[src/hdl/chbd_pkg.sv]
// ----------------------------------------------------------------------------
// chbd_pkg
// Shared types, character codes and helpers for the chunked body decoder.
// ----------------------------------------------------------------------------
package chbd_pkg;

   // default configuration of the size parser
   localparam int MAX_DIGITS_DEF = 8;
   localparam int SIZE_WIDTH_DEF = 32;

   // character codes
   localparam logic [7:0] CHAR_CR   = 8'h0d;
   localparam logic [7:0] CHAR_LF   = 8'h0a;
   localparam logic [7:0] CHAR_0    = 8'h30;
   localparam logic [7:0] CHAR_9    = 8'h39;
   localparam logic [7:0] CHAR_LA   = 8'h61;
   localparam logic [7:0] CHAR_LF_A = 8'h66;
   localparam logic [7:0] CHAR_UA   = 8'h41;
   localparam logic [7:0] CHAR_UF   = 8'h46;

   // request opcodes
   localparam logic OP_BYTE = 1'b0;
   localparam logic OP_EOS  = 1'b1;

   // body status codes
   localparam logic [1:0] STATUS_BUSY  = 2'd0;
   localparam logic [1:0] STATUS_DONE  = 2'd1;
   localparam logic [1:0] STATUS_ERROR = 2'd2;

   // parser phase
   typedef enum logic [2:0] {
      PH_SIZE = 3'd0,
      PH_EXT  = 3'd1,
      PH_DATA = 3'd2,
      PH_TAIL = 3'd3,
      PH_DONE = 3'd4
   } phase_type;

   typedef struct packed {
      logic       opcode;
      logic [7:0] data_byte;
   } req_type;

   typedef struct packed {
      logic       pass_valid;
      logic [7:0] out_byte;
      logic       is_payload;
      logic [1:0] body_status;
   } rsp_type;

   typedef struct packed {
      logic       ok;
      logic [3:0] value;
   } hex_type;

   // hex digit decode, both letter cases
   function automatic hex_type hex_decode(input logic [7:0] c);
      hex_type h;
      h.ok    = 1'b0;
      h.value = 4'd0;
      if (c >= CHAR_0 && c <= CHAR_9) begin
         h.ok    = 1'b1;
         h.value = 4'(c - CHAR_0);
      end else if (c >= CHAR_LA && c <= CHAR_LF_A) begin
         h.ok    = 1'b1;
         h.value = 4'(c - CHAR_LA + 8'd10);
      end else if (c >= CHAR_UA && c <= CHAR_UF) begin
         h.ok    = 1'b1;
         h.value = 4'(c - CHAR_UA + 8'd10);
      end
      return h;
   endfunction

endpackage

[src/hdl/http_chunked_body_decoder_core.sv]
// ----------------------------------------------------------------------------
// http_chunked_body_decoder_core
// Decoder for an HTTP chunked transfer-coded body, one byte per transaction.
// ----------------------------------------------------------------------------
// Usage:
//   req_*  : one body byte (opcode 0) or end of stream (opcode 1) per
//            transaction; taken when req_valid is high and req_stall low.
//   rsp_*  : exactly one result per request, in order; taken when rsp_valid
//            is high and rsp_stall low.
//   csr_*  : strip_framing write port, always ready; write only while idle.
// Timing:
//   a request is held in the input register, and the parser state and the
//   result register update together when it leaves; one byte per clock is
//   sustained while the result is not stalled. The rate is set by the
//   state update between the input register and the result register.
// Stall:
//   a stalled result holds; the input register still takes one more
//   request, then req_stall rises until the result moves on.
// Reset:
//   synchronous; clears the parser to wait for size digits, empties both
//   registers and clears strip_framing.
// ----------------------------------------------------------------------------
module http_chunked_body_decoder_core #(
   parameter int MAX_DIGITS = chbd_pkg::MAX_DIGITS_DEF,
   parameter int SIZE_WIDTH = chbd_pkg::SIZE_WIDTH_DEF
) (
   input  logic              clock,
   input  logic              reset,
   input  logic              req_valid,
   output logic              req_stall,
   input  chbd_pkg::req_type req_data,
   output logic              rsp_valid,
   input  logic              rsp_stall,
   output chbd_pkg::rsp_type rsp_data,
   input  logic              csr_valid,
   output logic              csr_ready,
   input  logic              csr_data
);
   import chbd_pkg::*;

   logic    held_valid;
   req_type held_data;
   logic    advance;
   rsp_type step_result;
   logic    strip_ff;
   logic    rsp_valid_ff, rsp_valid_in;
   rsp_type rsp_data_ff;

   // held request moves when the result register is free or draining
   assign advance      = held_valid & (~rsp_valid_ff | ~rsp_stall);
   assign rsp_valid_in = advance | (rsp_valid_ff & rsp_stall);
   assign csr_ready    = 1'b1;
   assign rsp_valid    = rsp_valid_ff;
   assign rsp_data     = rsp_data_ff;

   chbd_in_reg u_in_reg (
      .clock      (clock),
      .reset      (reset),
      .req_valid  (req_valid),
      .req_stall  (req_stall),
      .req_data   (req_data),
      .advance    (advance),
      .held_valid (held_valid),
      .held_data  (held_data)
   );

   chbd_step #(
      .MAX_DIGITS (MAX_DIGITS),
      .SIZE_WIDTH (SIZE_WIDTH)
   ) u_step (
      .clock         (clock),
      .reset         (reset),
      .fire          (advance),
      .item          (held_data),
      .strip_framing (strip_ff),
      .result        (step_result)
   );

   // configuration register
   always_ff @(posedge clock) begin
      if (reset) begin
         strip_ff <= 1'b0;
      end else if (csr_valid && csr_ready) begin
         strip_ff <= csr_data;
      end
   end

   // result register control
   always_ff @(posedge clock) begin
      if (reset) begin
         rsp_valid_ff <= 1'b0;
      end else begin
         rsp_valid_ff <= rsp_valid_in;
      end
   end

   // result register payload
   always_ff @(posedge clock) begin
      if (advance) begin
         rsp_data_ff <= step_result;
      end
   end

endmodule

[src/hdl/chbd_in_reg.sv]
// ----------------------------------------------------------------------------
// chbd_in_reg
// Input register of the decoder; holds one request until the parser takes it.
// ----------------------------------------------------------------------------
module chbd_in_reg (
   input  logic              clock,
   input  logic              reset,
   input  logic              req_valid,
   output logic              req_stall,
   input  chbd_pkg::req_type req_data,
   input  logic              advance,
   output logic              held_valid,
   output chbd_pkg::req_type held_data
);
   import chbd_pkg::*;

   logic    valid_ff;
   logic    valid_in;
   req_type data_ff;
   logic    load;

   // stall only while a held transaction cannot move on
   assign req_stall  = valid_ff & ~advance;
   assign load       = req_valid & ~req_stall;
   assign valid_in   = load | (valid_ff & ~advance);
   assign held_valid = valid_ff;
   assign held_data  = data_ff;

   // control
   always_ff @(posedge clock) begin
      if (reset) begin
         valid_ff <= 1'b0;
      end else begin
         valid_ff <= valid_in;
      end
   end

   // payload
   always_ff @(posedge clock) begin
      if (load) begin
         data_ff <= req_data;
      end
   end

endmodule

[src/hdl/chbd_step.sv]
// ----------------------------------------------------------------------------
// chbd_step
// Chunk framing parser: state registers and the per-byte update logic.
// ----------------------------------------------------------------------------
module chbd_step #(
   parameter int MAX_DIGITS = chbd_pkg::MAX_DIGITS_DEF,
   parameter int SIZE_WIDTH = chbd_pkg::SIZE_WIDTH_DEF
) (
   input  logic              clock,
   input  logic              reset,
   input  logic              fire,
   input  chbd_pkg::req_type item,
   input  logic              strip_framing,
   output chbd_pkg::rsp_type result
);
   import chbd_pkg::*;

   phase_type             phase_ff,       phase_in;
   logic [3:0]            digit_count_ff, digit_count_in;
   logic [SIZE_WIDTH-1:0] chunk_size_ff,  chunk_size_in;
   logic [SIZE_WIDTH-1:0] chunk_seen_ff,  chunk_seen_in;
   logic                  saw_cr_ff,      saw_cr_in;
   logic                  body_done_ff,   body_done_in;
   logic                  failed_ff,      failed_in;

   logic                  pass;
   logic                  payload;
   logic [7:0]            c;
   hex_type               hex;
   logic [SIZE_WIDTH-1:0] seen_inc;

   assign c        = item.data_byte;
   assign hex      = hex_decode(c);
   assign seen_inc = chunk_seen_ff + {{(SIZE_WIDTH-1){1'b0}}, 1'b1};

   // next state
   always_comb begin
      phase_in       = phase_ff;
      digit_count_in = digit_count_ff;
      chunk_size_in  = chunk_size_ff;
      chunk_seen_in  = chunk_seen_ff;
      saw_cr_in      = saw_cr_ff;
      body_done_in   = body_done_ff;
      failed_in      = failed_ff;
      pass           = 1'b0;
      payload        = 1'b0;
      if (failed_ff || item.opcode == OP_EOS) begin
         // end of stream before completion is a truncation error
         if (!failed_ff && !body_done_ff) begin
            failed_in = 1'b1;
         end
      end else begin
         unique case (phase_ff)
            PH_SIZE: begin
               if (hex.ok) begin
                  if (digit_count_ff >= 4'(MAX_DIGITS)) begin
                     failed_in = 1'b1;
                  end else begin
                     digit_count_in = digit_count_ff + 4'd1;
                     chunk_size_in  = {chunk_size_ff[SIZE_WIDTH-5:0], hex.value};
                     pass           = 1'b1;
                  end
               end else if (digit_count_ff == 4'd0) begin
                  failed_in = 1'b1;
               end else begin
                  // size terminator; zero size ends the body
                  pass          = 1'b1;
                  chunk_seen_in = '0;
                  if (chunk_size_ff == '0) begin
                     phase_in     = PH_DONE;
                     body_done_in = 1'b1;
                  end else begin
                     phase_in  = PH_EXT;
                     saw_cr_in = (c == CHAR_CR);
                  end
               end
            end
            PH_EXT, PH_TAIL: begin
               pass = 1'b1;
               if (saw_cr_ff && c == CHAR_LF) begin
                  saw_cr_in = 1'b0;
                  if (phase_ff == PH_EXT) begin
                     chunk_seen_in = '0;
                     phase_in      = PH_DATA;
                  end else begin
                     digit_count_in = 4'd0;
                     chunk_size_in  = '0;
                     phase_in       = PH_SIZE;
                  end
               end else begin
                  saw_cr_in = (c == CHAR_CR);
               end
            end
            PH_DATA: begin
               pass          = 1'b1;
               payload       = 1'b1;
               chunk_seen_in = seen_inc;
               if (seen_inc >= chunk_size_ff) begin
                  saw_cr_in = 1'b0;
                  phase_in  = PH_TAIL;
               end
            end
            PH_DONE: begin
               pass         = 1'b1;
               body_done_in = 1'b1;
            end
            default: begin
               phase_in = PH_SIZE;
            end
         endcase
         if (pass && !payload && strip_framing) begin
            pass = 1'b0;
         end
      end
   end

   // result fields
   always_comb begin
      result.pass_valid = pass;
      result.out_byte   = pass ? c : 8'd0;
      result.is_payload = pass & payload;
      if (failed_in) begin
         result.body_status = STATUS_ERROR;
      end else if (body_done_in) begin
         result.body_status = STATUS_DONE;
      end else begin
         result.body_status = STATUS_BUSY;
      end
   end

   // parser state
   always_ff @(posedge clock) begin
      if (reset) begin
         phase_ff       <= PH_SIZE;
         digit_count_ff <= 4'd0;
         chunk_size_ff  <= '0;
         chunk_seen_ff  <= '0;
         saw_cr_ff      <= 1'b0;
         body_done_ff   <= 1'b0;
         failed_ff      <= 1'b0;
      end else if (fire) begin
         phase_ff       <= phase_in;
         digit_count_ff <= digit_count_in;
         chunk_size_ff  <= chunk_size_in;
         chunk_seen_ff  <= chunk_seen_in;
         saw_cr_ff      <= saw_cr_in;
         body_done_ff   <= body_done_in;
         failed_ff      <= failed_in;
      end
   end

endmodule

[config.mk]
export PLATFORM = sky130hd
export DESIGN_NAME = http_chunked_body_decoder_core
export DESIGN_NICKNAME = d
export VERILOG_FILES = /design/src/hdl/chbd_pkg.sv /design/src/hdl/http_chunked_body_decoder_core.sv /design/src/hdl/chbd_in_reg.sv /design/src/hdl/chbd_step.sv
export SDC_FILE = /design/constraint.sdc
export NUM_CORES = 1
export LEC_CHECK = 0
export ABC_AREA = 1
export BUFFER_PORTS_ARGS = -buffer_cell sky130_fd_sc_hd__buf_2
export CAP_MARGIN = 15
export CORE_ASPECT_RATIO = 0.75
export CORE_MARGIN = 4
export CORE_UTILIZATION = 53
export CTS_CLUSTER_DIAMETER = 50
export DETAILED_ROUTE_END_ITERATION = 10
export GPL_ROUTABILITY_DRIVEN = 0
export PLACE_DENSITY = 0.67
export SYNTH_ARGS = -nofsm -noshare
export SYNTH_HDL_FRONTEND = slang
export SYNTH_SLANG_ARGS = --single-unit
[constraint.sdc]
create_clock -name clock -period 3 [get_ports clock]
set_input_delay 0.6 -clock clock [delete_from_list [all_inputs] [get_ports clock]]
set_output_delay 0.6 -clock clock [all_outputs]
set_load 0.02 [all_outputs]
# [Yosys cells after proc, flatten, opt, wreduce, memory -nomap -nowiden]
# Index checks and enable logic that the tools add are counted.
# W data, S select, Z words.
[word_totals] reg_bits=98 latch_bits=0 ram_bits=0 mem_bits_ro=0 word_cells=135 memories=0
[op_classes] addsub=7 n_mul=0 div_mod_pow=0 n_lt_le_gt_ge=8 eq_ne=15 n_shift=0 muxes=53 bitwise_logic=14 reduce_logical=22
[ops] cell="$mux W32" n=8
[ops] cell="$pmux W32 S3" n=1
[ops] cell="$pmux W32 S2" n=1
[ops] cell="$add A32 B1 Y32 const B" n=1
[ops] cell="$ge A32 B32 Y1" n=1
[ops] cell="$logic_not A32 Y1" n=1
[ops] cell="$reduce_and A7 Y1" n=4
[ops] cell="$mux W1" n=25
[ops] cell="$eq A8 B4 Y1 const B" n=2
[ops] cell="$ge A8 B7 Y1 const B" n=2
[ops] cell="$le A8 B7 Y1 const B" n=2
[ops] cell="$mux W4" n=4
[ops] cell="$mux W3" n=5
[ops] cell="$mux W5" n=3
[ops] cell="$pmux W3 S4" n=1
[ops] cell="$sub A4 B1 Y4 const B" n=3
[ops] cell="$ne A2 B2 Y1 const B" n=5
[ops] cell="$add A4 B4 Y4 const B" n=2
[ops] cell="$ge A8 B6 Y1 const B" n=1
[ops] cell="$le A8 B6 Y1 const B" n=1
[ops] cell="$ne A2 B1 Y1 const B" n=4
[ops] cell="$pmux W4 S2" n=1
[ops] cell="$logic_and A1 B1 Y1" n=7
[ops] cell="$eq A3 B2 Y1 const B" n=2
[ops] cell="other kinds (18)" n=32

# [Longest topological paths before layout]
[depth] depth_word=13 mapped_depth=24 ltp_nobuf=24

# [Hierarchy]
# A second synthesis with hierarchy kept.
[unflattened] hier_cells=889 hier_area_um2=6114.6
[modules_own_cells] mod="chbd_step" n_inst=1 cells_each=847 area_each_um2=5340.1
[modules_own_cells] mod="http_chunked_body_decoder_core" n_inst=1 cells_each=26 area_each_um2=457.9
[modules_own_cells] mod="chbd_in_reg" n_inst=1 cells_each=16 area_each_um2=316.6

# [Worst setup path before layout]
# OpenSTA, ideal clock, no wires.
[synth_timing] kind="reg2reg" startpoint="reg u_step.chunk_seen_ff[0]" endpoint="reg u_step.phase_ff[0]" arrival_time_ps=2463 required_time_ps=2887 slack_ps=424 path_stages_with_launch=18 path_cell_list="dfxtp_1 -> ha_1 -> nand3_2 -> nor2_4 -> inv_1 -> nor3_1 -> xor2_1 -> inv_1 -> ha_1 -> nand2_1 -> nor2_1 -> nand4_1 -> nor2_1 -> nand4_1 -> nand4_1 -> nand2_1 -> nor2_1 -> nor2_1"
[synth_via] elab_chain_cells=4
[synth_lines] item="start: declaration" line_no="chbd_step.sv:21" rtl="logic [SIZE_WIDTH-1:0] chunk_seen_ff, chunk_seen_in;"
[synth_lines] item="start signal: assignment" line_no="chbd_step.sv:145" rtl="chunk_seen_ff <= chunk_seen_in;"
[synth_lines] item="$add A32 B1 Y32" line_no="chbd_step.sv:34" rtl="assign seen_inc = chunk_seen_ff + {{(SIZE_WIDTH-1){1'b0}}, 1'b1};"
[synth_lines] item="$ge A32 B32 Y1" line_no="chbd_step.sv:98" rtl="if (seen_inc >= chunk_size_ff) begin"
[synth_lines] item="$ne A2 B1 Y1 (no source line)"
[synth_lines] item="$reduce_and A7 Y1 (no source line)"
[synth_lines] item="end signal: assignment" line_no="chbd_step.sv:142" rtl="phase_ff <= phase_in;"
[synth_lines] item="end: declaration" line_no="chbd_step.sv:18" rtl="phase_type phase_ff, phase_in;"
# Every way passes these cells.
# A chain may end at the register's enable or synchronous reset.

# [Final worst setup path]
# Same ends and word-level chain as after synthesis.

==> impl_metrics.tcl <==
set metrics [dict create \
    track_usage_pct 22.4 \
    finalPower_mw 2.72 \
    n_antenna_cell 0 \
    critical_path.endpoint_type "register" \
    critPathMaxFanout 6 \
    ant_nets 0 \
    io_pins 30 \
    synth_nets 854 \
    drt-initial-drc-count 430 \
    place_inst 960 \
    max_freq_mhz 354 \
    grt_max_degree 39 \
    dpl_cell_area_um2 6190 \
    startpoint "u_step.chunk_seen_ff[0]" \
    min_from "req_data[8]" \
    cts_root_buf "clkbuf_16" \
    worstSkewPairLatency_ns 0.34 \
    yosys_register_bits 98 \
    clock_path_buffers 2 \
    die-area_um2 12900 \
    placementRows 33 \
    first_pass_iters 6 \
    finalWirelength_um 14400 \
    worstPathArrival_ns 3.11 \
    yosys.area.top_type "dfxtp_1" \
    drv_slew 0 \
    yosysSeqAreaShare_pct 36.7 \
    timing.rr.start "u_step.chunk_seen_ff[0]" \
    port_buffers 28 \
    fin_area_um2 6620 \
    synth_top_area_share_pct 26.0 \
    synth_top_family_by_area "simple AND/OR/NAND/NOR gates" \
    maxCapViolCount 0 \
    fin_skew_ns 0.00516 \
    synth_fa_ha_area_share_pct 8.24 \
    whs_ns 0.429 \
    area_delta_synth_final_pct 11.8 \
    syn_area_um2 5920 \
    cts.sinks 98 \
    hold_path_class "primary input to register" \
    htree_levels 3 \
    synth_mux_area_share_pct 0 \
    vias_per_cell 5.33 \
    drive_above_1_share_pct 16.0 \
    detailed_place_hpwl_um 10600 \
    synthTopCellsByArea "dfxtp_1 26%, edfxtp_1 11%, nand2_1 10%" \
    wl_per_cell_um 14.7 \
    path_class "register to register" \
    ys_async_sr_fraction_pct 0 \
    cts_tree "done" \
    die_y_um 99.5 \
    cts_buffers 9 \
    cp-start-kind "register" \
    synth_area_per_cell_um2 7.40 \
    hold_buffers 0 \
    cts.clk_slew.worst_paths_ns 0.07 \
    post-place-ws_ns -0.0227 \
    maxSlewHeadroom_pct 53.0 \
    synth_compound_area_share_pct 12.3 \
    synth_xor_area_share_pct 3.99 \
    finalNetCount 888 \
    power_density_nw_per_um2 411 \
    ys.flop_type "dfxtp_1" \
    post-route-util_pct 60.5 \
    fin_ws_ns 0.175 \
    required_ns 3.28 \
    grt_pass1_wl_um 23300 \
    layout_min_cycle_time_ns 2.82 \
    synth_simple_gate_area_share_pct 27.7 \
    synth-edff-count 21 \
    ys.warnings.count 0 \
    first_global_vias 4718 \
    coreArea_um2 10900 \
    die_w_um 130 \
    hold_viol 0 \
    initial_core_util_pct 54.1 \
    drc 0 \
    worstMarginPinSlew_ns 0.703 \
    finalSetupTns_ns 0 \
    leakagePower_nw 2.90 \
    antenna_found_initial 0 \
    ys_types 43 \
    synthCells 800 \
    grt_overflow 0 \
    ir_worst_vdd_mv 0.263 \
    fin_cells 979 \
    period_share_pct 94.2 \
    setup_viol 0 \
    via_count 5219 \
    status "finished clean" \
]
==> registers in the layout, summed over array words and instances, names as in the netlist <==
signal and flops:
rsp_valid 1, strip_ff 1, u_step.body_done_ff 1, u_step.digit_count_ff 4, u_step.failed_ff 1, u_in_reg.held_data 9, rsp_data 12, u_step.saw_cr_ff 1
u_step.phase_ff 3, u_step.chunk_size_ff 32, u_in_reg.held_valid 1, u_step.chunk_seen_ff 32
==> timing repair <==
action	CTS	global route
pin swaps	0	5
gates resized for setup	3	31
setup endpoints to repair	3	4
buffers inserted	0	3
==> report_power, final <==
part,switching (mW),internal [mW]
Combinational,0.115,0.0498
Clock,0.523,0.653
Sequential,0.0151,1.37
Total,0.653,2.07
==> final cells by class <==
type / count / area [µm²]
inverters: 129 / 489
fillers: 980 / 4320
repair buffers: 46 / 275
multi-input cells: 550 / 3200
clock buffers: 11 / 233
clock inverters: 5 / 62.6
flip-flops and latches: 98 / 2180
well taps: 140 / 175
==> cell families after synthesis <==
logic type      after synthesis
compound gates              133
other cells                   1
buf+inv                     152
flops                        98
xor+xnor                     27
fa+ha+maj                    39
simple gates                350
==> path summary, 6_finish.rpt <==
kind                                              end  slack [ns]  depth (start not counted)
worst min-delay path            u_in_reg.held_data[8]        0.43                          1
worst max-delay path               u_step.phase_ff[0]        0.18                         19
worst max register to register     u_step.phase_ff[0]        0.18                         19
worst min register to register              rsp_valid        0.50                          2
==> cells in the mapped netlist, types with 3 or more instances <==
library cell  number
buf_6              9
nor2_1            79
nor3_2             4
xnor2_1            4
ha_1              39
nand2_1          160
dfxtp_1           77
nor2_2             4
nor2_4             6
inv_1            115
nand2_2            5
xor2_1            23
nor3_1            13
buf_2              3
clkbuf_1           9
nand4_1           16
a21oi_1           80
edfxtp_1          21
inv_2             10
nand2_4            3
nand3_1           51
a211oi_2           3
o21ai_0           38
==> cell usage in the layout (no fill, tap or decap), types with 18 or more instances in the layout <==
master / instances
dfxtp_1: 69
nor2_1: 71
buf_2: 28
nand3_1: 51
ha_1: 38
nand2_1: 156
buf_4: 18
edfxtp_1: 21
inv_1: 115
a21oi_1: 79
o21ai_0: 38
xor2_1: 23
==> per-layer routing <==
layer	routed length, µm	up-vias	GRT usage (%)
li1	-	2652	-
met1	7270	2395	34.8
met2	6080	157	32.1
met3	894	15	4.24
met4	132	0	4.79
met5	0	-	0
==> worst max-delay path, stage by stage, from the launching register on <==
cell,delay [ns]
dfxtp_4,0.39
ha_4,0.16
nand3_2,0.11
nor2_4,0.19
inv_1,0.10
nor2_2,0.13
nand2_1,0.09
xor2_1,0.15
inv_1,0.08
ha_1,0.28
nand2_1,0.07
nor2_1,0.14
nand2_1,0.12
nor2_2,0.15
nand4_1,0.09
nand4_1,0.15
nand2_2,0.12
nand2_1,0.07
nand2_1,0.05
nor2_1,0.10
Note: power is estimated with default switching activity, not from simulation.
